[config.mk]
export PLATFORM = sky130hd
export DESIGN_NAME = transport_receive_conn_table_flat
export DESIGN_NICKNAME = d
export VERILOG_FILES = /design/src/design/trct_pkg.sv /design/src/design/trct_if.sv /design/src/design/trct_ram.sv /design/src/design/trct_match.sv /design/src/design/transport_receive_conn_table.sv /design/src/flat_wrapper.sv
export SDC_FILE = /design/constraint.sdc
export NUM_CORES = 2
export LEC_CHECK = 0
export BUFFER_PORTS_ARGS = -buffer_cell sky130_fd_sc_hd__buf_4
export CORE_MARGIN = 3
export CORE_UTILIZATION = 62
export CTS_CLUSTER_SIZE = 16
export DETAILED_ROUTE_END_ITERATION = 8
export GPL_ROUTABILITY_DRIVEN = 0
export PLACE_DENSITY_LB_ADDON = 0.08
export SETUP_SLACK_MARGIN = 0.4
export SLEW_MARGIN = 20
export SYNTH_ARGS = -nofsm -noshare
export SYNTH_HDL_FRONTEND = slang
export SYNTH_SLANG_ARGS = --single-unit
[constraint.sdc]
create_clock -name clock -period 11 [get_ports clock]
set_input_delay 2.75 -clock clock [delete_from_list [all_inputs] [get_ports clock]]
set_output_delay 2.75 -clock clock [all_outputs]
set_load 0.02 [all_outputs]
[src/design/trct_pkg.sv]
// trct_pkg: shared constants and codes for the transport receive connection table
// field widths, command / segment / reply / status / link state codes, parameter defaults
// no dependencies

package trct_pkg;

   // parameter defaults
   localparam int SLOTS_DEFAULT        = 16;
   localparam int BUFFER_BYTES_DEFAULT = 65536;

   // field widths
   localparam int CMD_W    = 2;
   localparam int SLOT_W   = 4;
   localparam int PORT_W   = 16;
   localparam int NODE_W   = 8;
   localparam int KIND_W   = 2;
   localparam int SEQ_W    = 32;
   localparam int CNT_W    = 17;
   localparam int REPLY_W  = 2;
   localparam int STATUS_W = 3;
   localparam int LINK_W   = 2;

   // commands
   localparam logic [CMD_W-1:0] CMD_OPEN    = 2'd0;
   localparam logic [CMD_W-1:0] CMD_SEGMENT = 2'd1;
   localparam logic [CMD_W-1:0] CMD_CONSUME = 2'd2;
   localparam logic [CMD_W-1:0] CMD_CLOSE   = 2'd3;

   // segment kinds
   localparam logic [KIND_W-1:0] SEG_SYN   = 2'd0;
   localparam logic [KIND_W-1:0] SEG_FIN   = 2'd1;
   localparam logic [KIND_W-1:0] SEG_DATA  = 2'd2;
   localparam logic [KIND_W-1:0] SEG_OTHER = 2'd3;

   // reply kinds
   localparam logic [REPLY_W-1:0] RK_NONE    = 2'd0;
   localparam logic [REPLY_W-1:0] RK_SYNACK  = 2'd1;
   localparam logic [REPLY_W-1:0] RK_FINACK  = 2'd2;
   localparam logic [REPLY_W-1:0] RK_DATAACK = 2'd3;

   // status codes
   localparam logic [STATUS_W-1:0] STAT_OK             = 3'd0;
   localparam logic [STATUS_W-1:0] STAT_TABLE_FULL     = 3'd1;
   localparam logic [STATUS_W-1:0] STAT_NO_MATCH       = 3'd2;
   localparam logic [STATUS_W-1:0] STAT_BUF_FULL       = 3'd3;
   localparam logic [STATUS_W-1:0] STAT_OUT_OF_ORDER   = 3'd4;
   localparam logic [STATUS_W-1:0] STAT_SLOT_EMPTY     = 3'd5;
   localparam logic [STATUS_W-1:0] STAT_NOT_CLOSE_WAIT = 3'd6;

   // link states
   localparam logic [LINK_W-1:0] LINK_CLOSED     = 2'd0;
   localparam logic [LINK_W-1:0] LINK_CONNECTED  = 2'd1;
   localparam logic [LINK_W-1:0] LINK_CLOSE_WAIT = 2'd2;

endpackage

[src/design/trct_if.sv]
// trct_req_if / trct_rsp_if: valid/ready channels for commands and replies
// depends on trct_pkg for field widths

interface trct_req_if;
   logic                             valid;
   logic                             ready;
   logic [trct_pkg::CMD_W-1:0]       cmd;
   logic [trct_pkg::SLOT_W-1:0]      slot;
   logic [trct_pkg::PORT_W-1:0]      local_port;
   logic [trct_pkg::PORT_W-1:0]      remote_port;
   logic [trct_pkg::NODE_W-1:0]      source_node;
   logic [trct_pkg::KIND_W-1:0]      segment_kind;
   logic [trct_pkg::SEQ_W-1:0]       sequence_req;
   logic [trct_pkg::CNT_W-1:0]       byte_count;

   modport source (output valid, cmd, slot, local_port, remote_port, source_node,
                   segment_kind, sequence_req, byte_count, input ready);
   modport sink   (input valid, cmd, slot, local_port, remote_port, source_node,
                   segment_kind, sequence_req, byte_count, output ready);
endinterface

interface trct_rsp_if;
   logic                             valid;
   logic                             ready;
   logic [trct_pkg::REPLY_W-1:0]     reply_kind;
   logic [trct_pkg::PORT_W-1:0]      reply_src_port;
   logic [trct_pkg::PORT_W-1:0]      reply_dest_port;
   logic [trct_pkg::NODE_W-1:0]      reply_node;
   logic [trct_pkg::SEQ_W-1:0]       ack_number;
   logic [trct_pkg::SLOT_W-1:0]      slot_used;
   logic [trct_pkg::STATUS_W-1:0]    status;
   logic [trct_pkg::CNT_W-1:0]       granted_bytes;
   logic [trct_pkg::LINK_W-1:0]      conn_state;

   modport source (output valid, reply_kind, reply_src_port, reply_dest_port, reply_node,
                   ack_number, slot_used, status, granted_bytes, conn_state,
                   input ready);
   modport sink   (input valid, reply_kind, reply_src_port, reply_dest_port, reply_node,
                   ack_number, slot_used, status, granted_bytes, conn_state,
                   output ready);
endinterface

[src/design/trct_ram.sv]
// trct_ram: generic single write port, single read port ram with registered read
// no dependencies

module trct_ram #(
   parameter int WIDTH = 8,
   parameter int DEPTH = 16,
   localparam int ADDR_W = (DEPTH > 1) ? $clog2(DEPTH) : 1
) (
   input  logic              clock,
   input  logic              wr_en,
   input  logic [ADDR_W-1:0] wr_addr,
   input  logic [WIDTH-1:0]  wr_data,
   input  logic              rd_en,
   input  logic [ADDR_W-1:0] rd_addr,
   output logic [WIDTH-1:0]  rd_data
);

   logic [WIDTH-1:0] mem_ff [DEPTH];
   logic [WIDTH-1:0] rd_data_ff;

   // write port
   always_ff @(posedge clock) begin
      if (wr_en) begin
         mem_ff[wr_addr] <= wr_data;
      end
   end

   // registered read, held while no read is issued
   always_ff @(posedge clock) begin
      if (rd_en) begin
         rd_data_ff <= mem_ff[rd_addr];
      end
   end

   assign rd_data = rd_data_ff;

endmodule

[src/design/trct_match.sv]
// trct_match: slot valid bits and server ports with a parallel port compare
// registers the match and free vectors, then picks the lowest set entry
// depends on trct_pkg

module trct_match #(
   parameter int SLOTS = trct_pkg::SLOTS_DEFAULT,
   localparam int IDX_W = (SLOTS > 1) ? $clog2(SLOTS) : 1
) (
   input  logic                        clock,
   input  logic                        reset,
   input  logic                        cmp_en,
   input  logic [trct_pkg::PORT_W-1:0] cmp_port,
   input  logic                        set_en,
   input  logic [IDX_W-1:0]            set_idx,
   input  logic [trct_pkg::PORT_W-1:0] set_port,
   input  logic                        clr_en,
   input  logic [IDX_W-1:0]            clr_idx,
   output logic                        hit_found,
   output logic [IDX_W-1:0]            hit_idx,
   output logic                        free_found,
   output logic [IDX_W-1:0]            free_idx,
   output logic [SLOTS-1:0]            valid_vec
);

   logic [SLOTS-1:0]                valid_ff;
   logic [trct_pkg::PORT_W-1:0]     port_ff [SLOTS];
   logic [SLOTS-1:0]                match_in;
   logic [SLOTS-1:0]                match_ff;
   logic [SLOTS-1:0]                free_ff;

   // slot valid bits
   always_ff @(posedge clock) begin
      if (reset) begin
         valid_ff <= '0;
      end else begin
         if (set_en) begin
            valid_ff[set_idx] <= 1'b1;
         end
         if (clr_en) begin
            valid_ff[clr_idx] <= 1'b0;
         end
      end
   end

   // server port per slot
   always_ff @(posedge clock) begin
      if (set_en) begin
         port_ff[set_idx] <= set_port;
      end
   end

   // compare every slot against the incoming port
   always_comb begin
      for (int i = 0; i < SLOTS; i++) begin
         match_in[i] = valid_ff[i] && (port_ff[i] == cmp_port);
      end
   end

   always_ff @(posedge clock) begin
      if (cmp_en) begin
         match_ff <= match_in;
         free_ff  <= ~valid_ff;
      end
   end

   // lowest matching slot
   always_comb begin
      hit_found = 1'b0;
      hit_idx   = '0;
      for (int i = SLOTS - 1; i >= 0; i--) begin
         if (match_ff[i]) begin
            hit_found = 1'b1;
            hit_idx   = IDX_W'(i);
         end
      end
   end

   // lowest free slot
   always_comb begin
      free_found = 1'b0;
      free_idx   = '0;
      for (int i = SLOTS - 1; i >= 0; i--) begin
         if (free_ff[i]) begin
            free_found = 1'b1;
            free_idx   = IDX_W'(i);
         end
      end
   end

   assign valid_vec = valid_ff;

endmodule

[src/design/transport_receive_conn_table.sv]
// transport_receive_conn_table: server-side receive engine over a connection slot table
// depends on trct_pkg, trct_if, trct_match, trct_ram
//
// Usage
//   req_chan carries one command per transfer: open a slot on a server port, deliver an
//   arriving segment (SYN, FIN, DATA), consume buffered bytes, or close a slot.
//   rsp_chan returns exactly one result per command: reply kind and addressing for the
//   answer segment, ack number, the slot used, a status code, granted bytes and the
//   slot's link state afterwards.
// Timing
//   Each command runs in steps: the transfer cycle compares the port against all
//   slots, the next cycle picks the lowest hit or free slot and reads its record from
//   the record ram, and the update stage updates the record and loads the output
//   register. A new command is taken once the previous one has left the update
//   stage, while its result may still sit in the output register.
// Reset
//   Synchronous, active high. All slots become free; record contents are left as is
//   and only used for slots that were opened. No clearing pass is needed.
// Stalls
//   If rsp_chan is not ready while the output register is full, the update stage
//   waits with the record read held; no command is taken in that time.

module transport_receive_conn_table #(
   parameter int SLOTS        = trct_pkg::SLOTS_DEFAULT,
   parameter int BUFFER_BYTES = trct_pkg::BUFFER_BYTES_DEFAULT
) (
   input logic         clock,
   input logic         reset,
   trct_req_if.sink    req_chan,
   trct_rsp_if.source  rsp_chan
);

   localparam int IDX_W    = (SLOTS > 1) ? $clog2(SLOTS) : 1;
   localparam int BUF_W    = $clog2(BUFFER_BYTES);
   localparam int MAX_W    = (BUF_W > trct_pkg::CNT_W) ? BUF_W : trct_pkg::CNT_W;
   localparam int SUM_W    = MAX_W + 1;
   localparam int EXP_LSB  = BUF_W;
   localparam int LINK_LSB = EXP_LSB + trct_pkg::SEQ_W;
   localparam int NODE_LSB = LINK_LSB + trct_pkg::LINK_W;
   localparam int CP_LSB   = NODE_LSB + trct_pkg::NODE_W;
   localparam int REC_W    = CP_LSB + trct_pkg::PORT_W;

   typedef enum logic [2:0] {
      ST_IDLE   = 3'b001,
      ST_LOOKUP = 3'b010,
      ST_MODIFY = 3'b100
   } state_type;

   state_type state_ff, state_in;

   // captured command
   logic [trct_pkg::CMD_W-1:0]    cmd_ff;
   logic [trct_pkg::SLOT_W-1:0]   slot_ff;
   logic [trct_pkg::PORT_W-1:0]   lport_ff;
   logic [trct_pkg::PORT_W-1:0]   rport_ff;
   logic [trct_pkg::NODE_W-1:0]   node_ff;
   logic [trct_pkg::KIND_W-1:0]   kind_ff;
   logic [trct_pkg::SEQ_W-1:0]    seq_ff;
   logic [trct_pkg::CNT_W-1:0]    cnt_ff;

   // lookup result
   logic                          lk_ok;
   logic [IDX_W-1:0]              lk_idx;
   logic                          tgt_ok_ff;
   logic [IDX_W-1:0]              tgt_idx_ff;
   logic [IDX_W-1:0]              slot_idx;
   logic                          slot_in_range;

   // match unit
   logic                          req_xfer;
   logic                          hit_found;
   logic [IDX_W-1:0]              hit_idx;
   logic                          free_found;
   logic [IDX_W-1:0]              free_idx;
   logic [SLOTS-1:0]              valid_vec;
   logic                          set_en;
   logic                          clr_en;

   // record ram
   logic                          ram_rd_en;
   logic                          ram_wr_en;
   logic [REC_W-1:0]              ram_rd_data;
   logic [REC_W-1:0]              ram_wr_data;

   // decoded record and its update
   logic [trct_pkg::PORT_W-1:0]   rec_cport;
   logic [trct_pkg::NODE_W-1:0]   rec_node;
   logic [trct_pkg::LINK_W-1:0]   rec_link;
   logic [trct_pkg::SEQ_W-1:0]    rec_exp;
   logic [BUF_W-1:0]              rec_buf;
   logic [trct_pkg::PORT_W-1:0]   new_cport;
   logic [trct_pkg::NODE_W-1:0]   new_node;
   logic [trct_pkg::LINK_W-1:0]   new_link;
   logic [trct_pkg::SEQ_W-1:0]    new_exp;
   logic [BUF_W-1:0]              new_buf;
   logic [SUM_W-1:0]              buf_sum;
   logic [MAX_W-1:0]              grant;
   logic                          out_free;
   logic                          fire;

   // result being built
   logic [trct_pkg::REPLY_W-1:0]  res_kind;
   logic [trct_pkg::PORT_W-1:0]   res_src;
   logic [trct_pkg::PORT_W-1:0]   res_dest;
   logic [trct_pkg::NODE_W-1:0]   res_node;
   logic [trct_pkg::SEQ_W-1:0]    res_ack;
   logic [trct_pkg::SLOT_W-1:0]   res_slot;
   logic [trct_pkg::STATUS_W-1:0] res_status;
   logic [trct_pkg::CNT_W-1:0]    res_grant;
   logic [trct_pkg::LINK_W-1:0]   res_link;

   // output register
   logic                          rsp_valid_ff;
   logic [trct_pkg::REPLY_W-1:0]  rsp_kind_ff;
   logic [trct_pkg::PORT_W-1:0]   rsp_src_ff;
   logic [trct_pkg::PORT_W-1:0]   rsp_dest_ff;
   logic [trct_pkg::NODE_W-1:0]   rsp_node_ff;
   logic [trct_pkg::SEQ_W-1:0]    rsp_ack_ff;
   logic [trct_pkg::SLOT_W-1:0]   rsp_slot_ff;
   logic [trct_pkg::STATUS_W-1:0] rsp_status_ff;
   logic [trct_pkg::CNT_W-1:0]    rsp_grant_ff;
   logic [trct_pkg::LINK_W-1:0]   rsp_link_ff;

   assign req_chan.ready = (state_ff == ST_IDLE);
   assign req_xfer       = req_chan.valid && req_chan.ready;
   assign out_free       = !rsp_valid_ff || rsp_chan.ready;
   assign fire           = (state_ff == ST_MODIFY) && out_free;

   // sequencer
   always_comb begin
      state_in = state_ff;
      unique case (state_ff)
         ST_IDLE: begin
            if (req_xfer) begin
               state_in = ST_LOOKUP;
            end
         end
         ST_LOOKUP: begin
            state_in = ST_MODIFY;
         end
         ST_MODIFY: begin
            if (out_free) begin
               state_in = ST_IDLE;
            end
         end
         default: begin
            state_in = ST_IDLE;
         end
      endcase
   end

   always_ff @(posedge clock) begin
      if (reset) begin
         state_ff <= ST_IDLE;
      end else begin
         state_ff <= state_in;
      end
   end

   // capture the command on transfer
   always_ff @(posedge clock) begin
      if (req_xfer) begin
         cmd_ff   <= req_chan.cmd;
         slot_ff  <= req_chan.slot;
         lport_ff <= req_chan.local_port;
         rport_ff <= req_chan.remote_port;
         node_ff  <= req_chan.source_node;
         kind_ff  <= req_chan.segment_kind;
         seq_ff   <= req_chan.sequence_req;
         cnt_ff   <= req_chan.byte_count;
      end
   end

   trct_match #(
      .SLOTS (SLOTS)
   ) u_match (
      .clock      (clock),
      .reset      (reset),
      .cmp_en     (req_xfer),
      .cmp_port   (req_chan.local_port),
      .set_en     (set_en),
      .set_idx    (tgt_idx_ff),
      .set_port   (lport_ff),
      .clr_en     (clr_en),
      .clr_idx    (tgt_idx_ff),
      .hit_found  (hit_found),
      .hit_idx    (hit_idx),
      .free_found (free_found),
      .free_idx   (free_idx),
      .valid_vec  (valid_vec)
   );

   // pick the target slot for this command
   assign slot_idx      = IDX_W'(slot_ff);
   assign slot_in_range = 32'(slot_ff) < 32'(SLOTS);

   always_comb begin
      case (cmd_ff)
         trct_pkg::CMD_OPEN: begin
            lk_idx = free_idx;
            lk_ok  = free_found;
         end
         trct_pkg::CMD_SEGMENT: begin
            lk_idx = hit_idx;
            lk_ok  = hit_found && (kind_ff != trct_pkg::SEG_OTHER);
         end
         default: begin
            lk_idx = slot_idx;
            lk_ok  = slot_in_range ? valid_vec[slot_idx] : 1'b0;
         end
      endcase
   end

   always_ff @(posedge clock) begin
      if (state_ff == ST_LOOKUP) begin
         tgt_idx_ff <= lk_idx;
         tgt_ok_ff  <= lk_ok;
      end
   end

   assign ram_rd_en = (state_ff == ST_LOOKUP);

   trct_ram #(
      .WIDTH (REC_W),
      .DEPTH (SLOTS)
   ) u_rec_ram (
      .clock   (clock),
      .wr_en   (ram_wr_en),
      .wr_addr (tgt_idx_ff),
      .wr_data (ram_wr_data),
      .rd_en   (ram_rd_en),
      .rd_addr (lk_idx),
      .rd_data (ram_rd_data)
   );

   // record fields
   assign rec_buf   = ram_rd_data[BUF_W-1:0];
   assign rec_exp   = ram_rd_data[EXP_LSB +: trct_pkg::SEQ_W];
   assign rec_link  = ram_rd_data[LINK_LSB +: trct_pkg::LINK_W];
   assign rec_node  = ram_rd_data[NODE_LSB +: trct_pkg::NODE_W];
   assign rec_cport = ram_rd_data[CP_LSB +: trct_pkg::PORT_W];

   assign buf_sum = SUM_W'(rec_buf) + SUM_W'(cnt_ff);
   assign grant   = (MAX_W'(rec_buf) < MAX_W'(cnt_ff)) ? MAX_W'(rec_buf) : MAX_W'(cnt_ff);

   // read-modify-write of the slot record and result assembly
   always_comb begin
      new_cport  = rec_cport;
      new_node   = rec_node;
      new_link   = rec_link;
      new_exp    = rec_exp;
      new_buf    = rec_buf;
      ram_wr_en  = 1'b0;
      set_en     = 1'b0;
      clr_en     = 1'b0;
      res_kind   = trct_pkg::RK_NONE;
      res_src    = '0;
      res_dest   = '0;
      res_node   = '0;
      res_ack    = '0;
      res_slot   = '0;
      res_status = trct_pkg::STAT_OK;
      res_grant  = '0;
      res_link   = trct_pkg::LINK_CLOSED;
      case (cmd_ff)
         trct_pkg::CMD_OPEN: begin
            if (!tgt_ok_ff) begin
               res_status = trct_pkg::STAT_TABLE_FULL;
            end else begin
               new_cport = '0;
               new_node  = '0;
               new_link  = trct_pkg::LINK_CLOSED;
               new_exp   = '0;
               new_buf   = '0;
               ram_wr_en = fire;
               set_en    = fire;
               res_slot  = trct_pkg::SLOT_W'(tgt_idx_ff);
            end
         end
         trct_pkg::CMD_SEGMENT: begin
            // other segment kinds are ignored outright
            if (kind_ff != trct_pkg::SEG_OTHER) begin
               if (!tgt_ok_ff) begin
                  res_status = trct_pkg::STAT_NO_MATCH;
               end else begin
                  ram_wr_en = fire;
                  res_slot  = trct_pkg::SLOT_W'(tgt_idx_ff);
                  case (kind_ff)
                     trct_pkg::SEG_SYN: begin
                        new_cport = rport_ff;
                        new_node  = node_ff;
                        new_link  = trct_pkg::LINK_CONNECTED;
                        res_kind  = trct_pkg::RK_SYNACK;
                        res_ack   = seq_ff + 32'd1;
                     end
                     trct_pkg::SEG_FIN: begin
                        new_link = trct_pkg::LINK_CLOSE_WAIT;
                        res_kind = trct_pkg::RK_FINACK;
                        res_ack  = seq_ff + 32'd1;
                     end
                     default: begin
                        res_kind = trct_pkg::RK_DATAACK;
                        if (seq_ff != rec_exp) begin
                           res_status = trct_pkg::STAT_OUT_OF_ORDER;
                        end else if (buf_sum >= SUM_W'(BUFFER_BYTES)) begin
                           res_status = trct_pkg::STAT_BUF_FULL;
                        end else begin
                           new_exp = seq_ff + trct_pkg::SEQ_W'(cnt_ff);
                           new_buf = BUF_W'(buf_sum);
                        end
                        res_ack = new_exp;
                     end
                  endcase
                  res_src  = lport_ff;
                  res_dest = new_cport;
                  res_node = new_node;
                  res_link = new_link;
               end
            end
         end
         trct_pkg::CMD_CONSUME: begin
            if (!tgt_ok_ff) begin
               res_status = trct_pkg::STAT_SLOT_EMPTY;
            end else begin
               new_buf   = BUF_W'(MAX_W'(rec_buf) - grant);
               ram_wr_en = fire;
               res_grant = trct_pkg::CNT_W'(grant);
               res_slot  = trct_pkg::SLOT_W'(tgt_idx_ff);
               res_link  = rec_link;
            end
         end
         default: begin
            // close frees the slot only from close-wait
            if (!tgt_ok_ff) begin
               res_status = trct_pkg::STAT_SLOT_EMPTY;
            end else begin
               res_slot = trct_pkg::SLOT_W'(tgt_idx_ff);
               if (rec_link != trct_pkg::LINK_CLOSE_WAIT) begin
                  res_status = trct_pkg::STAT_NOT_CLOSE_WAIT;
                  res_link   = rec_link;
               end else begin
                  clr_en = fire;
               end
            end
         end
      endcase
   end

   assign ram_wr_data = {new_cport, new_node, new_link, new_exp, new_buf};

   // output register
   always_ff @(posedge clock) begin
      if (reset) begin
         rsp_valid_ff <= 1'b0;
      end else if (fire) begin
         rsp_valid_ff <= 1'b1;
      end else if (rsp_chan.ready) begin
         rsp_valid_ff <= 1'b0;
      end
   end

   always_ff @(posedge clock) begin
      if (fire) begin
         rsp_kind_ff   <= res_kind;
         rsp_src_ff    <= res_src;
         rsp_dest_ff   <= res_dest;
         rsp_node_ff   <= res_node;
         rsp_ack_ff    <= res_ack;
         rsp_slot_ff   <= res_slot;
         rsp_status_ff <= res_status;
         rsp_grant_ff  <= res_grant;
         rsp_link_ff   <= res_link;
      end
   end

   assign rsp_chan.valid           = rsp_valid_ff;
   assign rsp_chan.reply_kind      = rsp_kind_ff;
   assign rsp_chan.reply_src_port  = rsp_src_ff;
   assign rsp_chan.reply_dest_port = rsp_dest_ff;
   assign rsp_chan.reply_node      = rsp_node_ff;
   assign rsp_chan.ack_number      = rsp_ack_ff;
   assign rsp_chan.slot_used       = rsp_slot_ff;
   assign rsp_chan.status          = rsp_status_ff;
   assign rsp_chan.granted_bytes   = rsp_grant_ff;
   assign rsp_chan.conn_state      = rsp_link_ff;

   // a result only appears after the update stage
   a_rsp_from_modify: assert property (@(posedge clock) disable iff (reset)
      $rose(rsp_valid_ff) |-> $past(state_ff == ST_MODIFY))
      else $error("result appeared without an update stage");

   // a command transfer always starts the lookup
   a_xfer_to_lookup: assert property (@(posedge clock) disable iff (reset)
      req_xfer |=> (state_ff == ST_LOOKUP))
      else $error("command transfer did not start a lookup");

   // a reply segment only comes with ok, buffer full or out of order status
   a_reply_status: assert property (@(posedge clock) disable iff (reset)
      rsp_valid_ff && (rsp_kind_ff != trct_pkg::RK_NONE) |->
         (rsp_status_ff == trct_pkg::STAT_OK) ||
         (rsp_status_ff == trct_pkg::STAT_BUF_FULL) ||
         (rsp_status_ff == trct_pkg::STAT_OUT_OF_ORDER))
      else $error("reply segment with an error status");

   // granted bytes only from a successful consume
   a_grant_ok: assert property (@(posedge clock) disable iff (reset)
      rsp_valid_ff && (rsp_grant_ff != '0) |->
         (rsp_status_ff == trct_pkg::STAT_OK) && (rsp_kind_ff == trct_pkg::RK_NONE))
      else $error("bytes granted outside a consume");

endmodule
[src/flat_wrapper.sv]
// flat-port wrapper written by rule: the top's interface ports become plain ports
module transport_receive_conn_table_flat 
#(
   parameter int SLOTS        = trct_pkg::SLOTS_DEFAULT,
   parameter int BUFFER_BYTES = trct_pkg::BUFFER_BYTES_DEFAULT
)
  (clock, reset, req_chan_valid, req_chan_cmd, req_chan_slot, req_chan_local_port, req_chan_remote_port, req_chan_source_node, req_chan_segment_kind, req_chan_sequence_req, req_chan_byte_count, req_chan_ready, rsp_chan_valid, rsp_chan_reply_kind, rsp_chan_reply_src_port, rsp_chan_reply_dest_port, rsp_chan_reply_node, rsp_chan_ack_number, rsp_chan_slot_used, rsp_chan_status, rsp_chan_granted_bytes, rsp_chan_conn_state, rsp_chan_ready);
  trct_req_if req_chan_i ();
  trct_rsp_if rsp_chan_i ();
  input logic clock;
  input logic reset;
  input wire logic [$bits(req_chan_i.valid)-1:0] req_chan_valid;
  input wire logic [$bits(req_chan_i.cmd)-1:0] req_chan_cmd;
  input wire logic [$bits(req_chan_i.slot)-1:0] req_chan_slot;
  input wire logic [$bits(req_chan_i.local_port)-1:0] req_chan_local_port;
  input wire logic [$bits(req_chan_i.remote_port)-1:0] req_chan_remote_port;
  input wire logic [$bits(req_chan_i.source_node)-1:0] req_chan_source_node;
  input wire logic [$bits(req_chan_i.segment_kind)-1:0] req_chan_segment_kind;
  input wire logic [$bits(req_chan_i.sequence_req)-1:0] req_chan_sequence_req;
  input wire logic [$bits(req_chan_i.byte_count)-1:0] req_chan_byte_count;
  output wire logic [$bits(req_chan_i.ready)-1:0] req_chan_ready;
  output wire logic [$bits(rsp_chan_i.valid)-1:0] rsp_chan_valid;
  output wire logic [$bits(rsp_chan_i.reply_kind)-1:0] rsp_chan_reply_kind;
  output wire logic [$bits(rsp_chan_i.reply_src_port)-1:0] rsp_chan_reply_src_port;
  output wire logic [$bits(rsp_chan_i.reply_dest_port)-1:0] rsp_chan_reply_dest_port;
  output wire logic [$bits(rsp_chan_i.reply_node)-1:0] rsp_chan_reply_node;
  output wire logic [$bits(rsp_chan_i.ack_number)-1:0] rsp_chan_ack_number;
  output wire logic [$bits(rsp_chan_i.slot_used)-1:0] rsp_chan_slot_used;
  output wire logic [$bits(rsp_chan_i.status)-1:0] rsp_chan_status;
  output wire logic [$bits(rsp_chan_i.granted_bytes)-1:0] rsp_chan_granted_bytes;
  output wire logic [$bits(rsp_chan_i.conn_state)-1:0] rsp_chan_conn_state;
  input wire logic [$bits(rsp_chan_i.ready)-1:0] rsp_chan_ready;
  assign req_chan_i.valid = req_chan_valid;
  assign req_chan_i.cmd = req_chan_cmd;
  assign req_chan_i.slot = req_chan_slot;
  assign req_chan_i.local_port = req_chan_local_port;
  assign req_chan_i.remote_port = req_chan_remote_port;
  assign req_chan_i.source_node = req_chan_source_node;
  assign req_chan_i.segment_kind = req_chan_segment_kind;
  assign req_chan_i.sequence_req = req_chan_sequence_req;
  assign req_chan_i.byte_count = req_chan_byte_count;
  assign req_chan_ready = req_chan_i.ready;
  assign rsp_chan_valid = rsp_chan_i.valid;
  assign rsp_chan_reply_kind = rsp_chan_i.reply_kind;
  assign rsp_chan_reply_src_port = rsp_chan_i.reply_src_port;
  assign rsp_chan_reply_dest_port = rsp_chan_i.reply_dest_port;
  assign rsp_chan_reply_node = rsp_chan_i.reply_node;
  assign rsp_chan_ack_number = rsp_chan_i.ack_number;
  assign rsp_chan_slot_used = rsp_chan_i.slot_used;
  assign rsp_chan_status = rsp_chan_i.status;
  assign rsp_chan_granted_bytes = rsp_chan_i.granted_bytes;
  assign rsp_chan_conn_state = rsp_chan_i.conn_state;
  assign rsp_chan_i.ready = rsp_chan_ready;
  transport_receive_conn_table #(.SLOTS(SLOTS), .BUFFER_BYTES(BUFFER_BYTES)) u_core (.clock(clock), .reset(reset), .req_chan(req_chan_i), .rsp_chan(rsp_chan_i));
endmodule
==> reports/results.ini <==
[global_routing]
antenna_found_initial=4
grt_max_degree=202
track_usage_pct=32.42
grt-ovfl-total=0
grt_pass1_wl_um=294100
grt_pass1_vias=45620

[clock_network]
cts_buffers=173
ctsHtreeMaxLevel=4
post_cts_buffers=0
clk_latency_ns=0.81
cts_root_buffer=clkbuf_16
clk_pin_slew_worst_paths_ns=0.06
tritoncts=yes
clkSinkCount=1768
clock_path_buffers=3
cts-resized-gates=0
cts_hold_buf=0

[critical_path]
path_buf_inv=2
crit_top_cell=a31oi_1
crit_family=compound AO/OA/AOI/OAI gates
cp-end-kind=register
rrSetupSlack_ns=4.34
cp.arrival_ns=6.97
cp_cell_sequence=inv_1, ha_1, nand4_1, o41a_1, a21oi_2, a21o_2, nand2_1, o21ai_0, ha_1, inv_1, fa_1, a21oi_1, nor2_1, a31oi_1, a31oi_1, o31a_1, a31oi_1, a22oi_1, a21oi_1, mux2i_1, nand4_1
slowest_stage=edfxtp_1
critPathMaxStageDelay_ns=0.66
critical_path_class=register to register
crit_fanout=26
startpoint_type=register
cp.required_ns=11.31

[timing]
finalCritPeriodShare_pct=60.53
relSlewSlack_pct=23.56
setup_violations=0
min_period_ns=6.659
max_freq_mhz=150.2
whs_ns=0.4984
fin_tns_setup_ns=0
rsz0062_at_grt=false
skew_ns=0.04186
worst_pin_slew_ns=1.147
timing.final.ws_setup_ns=4.341
hold_violations=0
drv_slew=0

[layout]
fin_util_pct=70.48
diodes=0
seq_area_mm2=0.05289
fillers=7845
drive_gt1_share_pct=10.01
final_nets=6122
multi_input_area_mm2=0.01957
area_delta_synth_final_pct=11.92

[floorplanning]
coreArea_mm2=0.1171
die-area_mm2=0.1232
fp-row-count=125
start_util_pct=62.98
die_h_um=350.9
die_x_um=350.9
top_level_ports=203

[power_and_ir_drop]
power.density_mw_per_mm2=174.8
ir_worst_vdd_mv=0.1811
leakage_nw=28.86

[synth]
synth_edf_count=1748
ys_seq_elements=1768
synth_nets=5963
synthFlopType=edfxtp_1
seq_area_frac_synth_pct=71.69
syn_inst=5800
ys_warn_count=0
netlist_area_mm2=0.07377
yosysUniqueCellTypes=89
syn_avg_cell_area_um2=12.72
synthArstFlopShare_pct=0

[flow_run]
drv_cap=0

[detailed_routing]
viasPerCell=6.358
dr.pass1.iters=8
drtAntennaViolNets=0
dr_total_vias=48490
drc=0
wl_per_cell_um=26.22
wirelength_um=200000
drt_iter0_drc=6784

[hold_path]
hold_class=register to register

[placed_design]
portBuffers=202
pre_cts_ws_ns=4.330
hpwl_um=115000

[outcome]
outcome=completed

path summary, 6_finish.rpt:
path,startpoint,to,cells past startpoint
max reg2reg,u_core.cnt_ff[8]$_DFFE_PP_,u_core.u_rec_ram.mem_ff[5][14]$_DFFE_PP_,21
min reg2reg,u_core.u_match.valid_vec[9]$_SDFF_PP0_,u_core.u_match.valid_vec[9]$_SDFF_PP0_,2
min,u_core.u_match.valid_vec[9]$_SDFF_PP0_,u_core.u_match.valid_vec[9]$_SDFF_PP0_,2
max,u_core.cnt_ff[8]$_DFFE_PP_,u_core.u_rec_ram.mem_ff[5][14]$_DFFE_PP_,21
metrics by stage:
| step | cell area, µm² | power (W) | std cells |
|---|---|---|---|
| final | 82560 | 0.01443 | 7626 |
| after global routing | 82560 | 0.01483 | 7626 |
| after global placement | 77040 | 0.008802 | 7305 |
| after detailed placement | 77070 | 0.008814 | 7307 |
| after CTS | 82540 | 0.01446 | 7625 |
| after floorplan | 73770 | 0.008372 | 5800 |
synthesized netlist by cell type, drive strengths merged, types with 15 or more instances:
master  count  area, µm²
inv        74      277.8
a21o       36      272.8
nand2    1329       4989
ha         59      738.2
nor4       58      362.9
a21oi     114      574.3
xnor2      88      770.7
and2       24      150.1
xor2      286       2505
nor2b      19      118.9
nor3       62      310.3
buf        30      141.4
a211oi     25      187.7
nand3     925       4629
o21ai      77      385.4
mux2i      25      250.2
nor2      198      745.7
o21bai     16      120.1
dfxtp      20      400.4
edfxtp   1748      52490
clkbuf    299       1142
a22o       15      131.4
nand4     109      681.9
kinds of logic (layout without fill, tap and decap cells):
logic type               count (synthesis)  count (layout)  share of synthesized area [%]
other                                    1               1                       0.005083
AO/OA/AOI/OAI                          388             388                          3.448
flip-flops                            1768            1768                          71.69
multiplexers                            30              30                         0.4766
AND/OR/NAND/NOR                       2769            2769                          16.69
adder cells (fa/ha/maj)                 65              65                          1.123
XOR/XNOR                               374             374                          4.440
buffers and inverters                  405             707                          2.127
power breakdown:
part | internal, W | leakage, nW | total [W] | switching (W)
clock network | 0.00324 | 2.66 | 0.00573 | 0.00249
registers | 0.00746 | 16.1 | 0.00754 | 0.0000825
logic | 0.000328 | 10.1 | 0.00116 | 0.000830
cells in the final DEF (no fill, tap or decap), types with 25 or more instances in the layout:
| cell | Yosys | routed |
|---|---|---|
| clkbuf_16 | 0 | 177 |
| nand4_1 | 109 | 109 |
| nand2_1 | 1329 | 1329 |
| a211oi_1 | 25 | 25 |
| edfxtp_1 | 1748 | 1748 |
| nor3_1 | 62 | 62 |
| buf_4 | 1 | 306 |
| a21oi_1 | 113 | 109 |
| clkbuf_1 | 297 | 38 |
| inv_1 | 72 | 72 |
| o21ai_0 | 76 | 74 |
| xnor2_1 | 88 | 88 |
| xor2_1 | 286 | 286 |
| ha_1 | 59 | 59 |
| nor4_1 | 58 | 57 |
| clkinv_2 | 0 | 28 |
| a21o_1 | 34 | 34 |
| nor2_1 | 197 | 179 |
| clkinv_1 | 2 | 47 |
| nand3_1 | 925 | 924 |
worst register-to-register path, cell delays in order (launching register included):
cell and delay, ns:
edfxtp_1 0.66, inv_1 0.11, ha_1 0.44, nand4_1 0.19
o41a_1 0.44, a21oi_2 0.22, a21o_2 0.44, nand2_1 0.10
o21ai_0 0.15, ha_1 0.20, inv_1 0.05, fa_1 0.41
a21oi_1 0.41, nor2_1 0.13, a31oi_1 0.23, a31oi_1 0.11
o31a_1 0.33, a31oi_1 0.31, a22oi_1 0.23, a21oi_1 0.25
mux2i_1 0.22, nand4_1 0.55
per-layer routing:
metal  GRT usage (%)  vias to the layer above  share of wire (%)
met4           11.88                        0                3.4
met3           6.046                      433                 12
met1           47.67                    23620                 39
li1                -                    21340                  -
met5               0                        -                  0
met2           49.04                     3091                 45
layout make-up:
cell class                 count  share of cell area, %
timing repair buffer         313                  2.946
inverter                      76                 0.3637
clock inverter               102                  1.064
sequential                  1768                  64.06
multi-input combinational   3627                  23.70
clock buffer                 216                  5.554
tap                         1524                  2.310
registers in the layout, indices dropped and copies added, names as in the netlist, 17 cells and up:
name and cells:
u_core.u_rec_ram.rd_data 74, u_core.u_match.port_ff 256, u_core.u_rec_ram.mem_ff 1184, u_core.seq_ff 32, u_core.rsp_chan.granted_bytes 17, u_core.cnt_ff 17
u_core.rsp_chan.ack_number 32
Power figures use the tool's default switching activity.
